**src/hdl/npec_pkg.sv**
```systemverilog
// Package: shared types and constants of the nearest pad efficiency counter.
package npec_pkg;
    localparam int NUM_PADS_DEF = 1280;
    localparam int IDX_W = 11;
    localparam int POS_W = 16;
    localparam int CNT_W = 32;
    localparam int AMP_W = 40;
    localparam int DIST_W = 35;
    localparam int CFG_W = 34;
    localparam int QD = 2;

    typedef enum logic [1:0] {
        MODE_LOAD  = 2'd0,
        MODE_TRACK = 2'd1,
        MODE_HIT   = 2'd2,
        MODE_READ  = 2'd3
    } t_mode;

    typedef enum logic [1:0] {
        CFG_FQ_LIMIT  = 2'd0,
        CFG_RADIUS_SQ = 2'd1,
        CFG_AMP_THR   = 2'd2,
        CFG_NONE      = 2'd3
    } t_cfg_idx;

    typedef enum logic [3:0] {
        ST_CLEAR, ST_IDLE, ST_SCAN, ST_SCAN_LAST, ST_SCAN_END, ST_RD_WAIT,
        ST_RD_DATA, ST_UPDATE, ST_OUT
    } t_state;

    typedef struct packed {
        t_mode              mode;
        logic [IDX_W-1:0]   pad;
        logic [POS_W-1:0]   pos_x;
        logic [POS_W-1:0]   pos_y;
        logic               q_ok;
        logic [15:0]        amp;
    } t_cmd;
endpackage

```
**src/hdl/npec_front.sv**
```systemverilog
// Module: input acceptance, quality cut and command queue.
module npec_front (
    input  logic                     i_clk,
    input  logic                     i_rst_n,
    input  logic                     i_valid,
    output logic                     o_stall,
    input  logic [1:0]               i_mode,
    input  logic [npec_pkg::IDX_W-1:0] i_pad_index,
    input  logic signed [15:0]       i_pos_x,
    input  logic signed [15:0]       i_pos_y,
    input  logic [15:0]              i_fit_quality_x,
    input  logic [15:0]              i_fit_quality_y,
    input  logic [15:0]              i_hit_amplitude,
    input  logic [15:0]              i_fq_limit,
    output logic                     o_cmd_valid,
    output npec_pkg::t_cmd           o_cmd,
    input  logic                     i_cmd_take
);
    npec_pkg::t_cmd r_q [npec_pkg::QD];
    logic r_wp, r_rp;
    logic [1:0] r_cnt;
    logic push;
    npec_pkg::t_cmd cmd_in;

    assign o_stall = (r_cnt == 2'(npec_pkg::QD));
    assign push = i_valid && !o_stall;
    assign o_cmd_valid = (r_cnt != 2'd0);
    assign o_cmd = r_q[r_rp];

    always_comb begin
        cmd_in.mode  = npec_pkg::t_mode'(i_mode);
        cmd_in.pad   = i_pad_index;
        cmd_in.pos_x = i_pos_x;
        cmd_in.pos_y = i_pos_y;
        cmd_in.q_ok  = (i_fit_quality_x < i_fq_limit) && (i_fit_quality_y < i_fq_limit);
        cmd_in.amp   = i_hit_amplitude;
    end

    always_ff @(posedge i_clk) begin
        if (push) begin
            r_q[r_wp] <= cmd_in;
        end
        if (!i_rst_n) begin
            r_wp <= 1'b0;
            r_rp <= 1'b0;
            r_cnt <= 2'd0;
        end else begin
            if (push) r_wp <= ~r_wp;
            if (i_cmd_take) r_rp <= ~r_rp;
            r_cnt <= r_cnt + 2'(push) - 2'(i_cmd_take);
        end
    end
endmodule

```
**config.mk**
```make
export PLATFORM = sky130hd
export DESIGN_NAME = npec_front
export DESIGN_NICKNAME = d
export VERILOG_FILES = /design/src/hdl/npec_pkg.sv /design/src/hdl/npec_front.sv
export SDC_FILE = /design/constraint.sdc
export NUM_CORES = 1
export LEC_CHECK = 0
export ABC_AREA = 1
export BUFFER_PORTS_ARGS = -buffer_cell sky130_fd_sc_hd__buf_2
export CELL_PAD_IN_SITES_DETAIL_PLACEMENT = 1
export CELL_PAD_IN_SITES_GLOBAL_PLACEMENT = 1
export CORE_MARGIN = 4
export CORE_UTILIZATION = 45
export DETAILED_ROUTE_END_ITERATION = 10
export MAX_ROUTING_LAYER = met4
export PLACE_DENSITY_LB_ADDON = 0.1
export RECOVER_POWER = 100
export REMOVE_ABC_BUFFERS = 1
export SLEW_MARGIN = 10
export SYNTH_ARGS = -nofsm -noshare
export SYNTH_HDL_FRONTEND = slang
export SYNTH_SLANG_ARGS = --single-unit
```
**constraint.sdc**
```tcl
create_clock -name i_clk -period 5.15 [get_ports i_clk]
set_input_delay 0.515 -clock i_clk [delete_from_list [all_inputs] [get_ports i_clk]]
set_output_delay 0.515 -clock i_clk [all_outputs]
set_load 0.01 [all_outputs]
```
==> results.cfg <==
[finish]
fin_cells = 724
multi_input_area_sq_um = 1470
fin_nets = 682
areaGrowthSynthToFinish_pct = 22.9
fillers = 1353
final_common_cell = buf_2
drive_gt1_frac = 0.313
final_cell_mix = buf_2 (133), edfxtp_1 (124), mux2_1 (59), clkbuf_1 (43), nand2_1 (40)
register_area_sq_um = 3820

[drt]
routed_wl_microns = 11900
first_pass_iters = 4
wl_per_cell_microns = 16.4
viasPerCell = 4.73
detail-route-antenna-nets = 0
via_count = 3423
drtIter0Drc = 159
drc_errors = 0

[worst_setup_path]
cp.required_ps = 4640
worstSetupStartpointType = flop
critPathKind = flop to output port
cp_slowest_cell = clkbuf_2
end_kind = output port
slowest_delay_ps = 1000
crit_arrival_ps = 2960
critical_path.cell_chain = clkbuf_2, mux2_1, buf_2
crit_path_max_fanout = 42

[power_and_ir_drop]
seq_power_share = 0.457
power.density_nw_per_um2 = 402
p_switching_w = 0.000701
power_leakage_nw = 2.93
p_int_w = 0.00215
vdd_drop_max_mv = 0.204
swShare = 0.246
clkPwrFrac = 0.416
p_comb_frac = 0.126

[worst_hold_path]
min-delay-path-class = input port to flop

[synth]
netlist-cell-type-count = 18
async_reset_ff_frac = 0
syn_inst = 346
syn-cell-area_sq_um = 5760
synth_enable_flop_cells = 124
synth-warning-count = 0
avgSynthCellArea_sq_um = 16.6
synth-main-ff-cell = edfxtp_1
ys_seq_area_frac = 0.664
synth-seq-cells = 129

[clock_network]
htreeDepth = 4
clock_latency_ps = 420
postCtsHoldBufs = 0
cts_made_buffers = 17
post_cts_buffers = 0
cts.sinks = 129
cts_buffer_depth = 2
cts_resized = 0
clock-root-buffer = clkbuf_16
cts_tree = built
clk_pin_slew_ps = 60

[job]
max_cap_viol_count = 1

[die]
core-area_sq_um = 12600
rows = 41
ios = 177
die_h_microns = 121
die_x_microns = 121
start_util = 0.458
dieArea_sq_um = 14700

[placement]
gp_congestion = 0.801
portBuffers = 176
dp_hpwl_microns = 8610
dp_cells = 690

[global_route]
grt_pass1_wl_microns = 18900
overflow = 0
grt_pass1_vias = 3837
antenna_found_initial = 2
grt.total_usage = 0.176
grt_max_degree = 63

[sta]
finalSetupViolCount = 0
drv_slew = 0
tightestPinTransition_ps = 1480
hold_violations = 0
fin_crit_sh = 0.675
rsz0062_at_grt = no
relSlewSlack = 0.0120
layout_min_cycle_time_ps = 3470
setup_tns_ps = 0
fin_skew_ps = 12.3
fmax_mhz = 288

[outcome]
status = complete, but fails checks
violations = max-capacitance violations
[Yosys cell counts, types with 3 or more instances]
master,n,area share
a21oi_1,11,0.0096
buf_12,6,0.021
dfxtp_1,5,0.017
edfxtp_1,124,0.65
ha_1,32,0.070
inv_1,33,0.022
mux2_4,60,0.16
nand2_1,40,0.026
nand3_1,5,0.0043
nor2_1,16,0.010
nor3_1,3,0.0026
o21ai_0,4,0.0035
[area by class of cell]
class	instances	area share
Timing Repair Buffer	179	0.119
Inverter	33	0.0175
Antenna cell	2	0.000707
Clock inverter	15	0.0244
Multi-Input combinational cell	177	0.207
Tap cell	172	0.0304
Clock buffer	17	0.0601
Sequential cell	129	0.540
[worst paths after layout]
path                                           from  slack, ps                    to  cells past startpoint
worst max-delay path                           flop       1680             o_cmd[49]                      3
worst min-delay path                    i_pos_x[15]        280  r_q[1][48]$_DFFE_PP_                      1
worst max register to register  r_cnt[0]$_SDFF_PN0_       2310  r_q[1][14]$_DFFE_PP_                      3
worst min register to register  r_cnt[1]$_SDFF_PN0_        510   r_cnt[1]$_SDFF_PN0_                      2
[critical path, delay by kind of cell, from the launching register on]
| kind | cells | cell delay (ps) |
|---|---|---|
| multiplexers | 1 | 420 |
| buffers and inverters | 2 | 1160 |
| flip-flops | 1 | 960 |
[cell families after synthesis]
family,synth area share
compound gates,0.0146
xor+xnor,0.00152
simple gates,0.0456
flops,0.664
fa+ha+maj,0.0695
buf+inv,0.0443
mux,0.160
[through the flow]
stage	hold slack, ps	utilization	instance area [sq um]	total power [W]	setup WS, ps
2_1_floorplan	459	-	5630	0.00159	1480
3_3_place_gp	479	0.538	6760	0.00174	2790
3_5_place_dp	529	0.538	6760	0.00176	2800
4_1_cts	270	0.586	7360	0.00295	2350
5_1_grt	270	0.563	7080	0.00298	1400
6_report	282	0.563	7080	0.00285	1680
[state kept, by name, summed over array words and instances, names as in the netlist, named ones only]
signal  cells
r_wp        1
r_rp        1
r_cnt       2
r_q       124
[layer usage]
layer  global-route usage  vias up  wire length [microns]
met5                    -        -                      0
met4               0.0722        0                    214
met3               0.0611       20                    979
met2                0.296      121                   6180
met1                0.190     1632                   4520
li1                     -     1650                      -
[power groups by stage]
stage	logic, W	registers, W	clock network (W)
final	0.000360	0.00130	0.00119
after global routing	0.000405	0.00131	0.00127
after CTS	0.000431	0.00131	0.00121
after detailed placement	0.000428	0.00133	0
after global placement	0.000416	0.00132	0
after floorplan	0.000252	0.00133	0
Note: power is estimated with default switching activity, not from simulation.
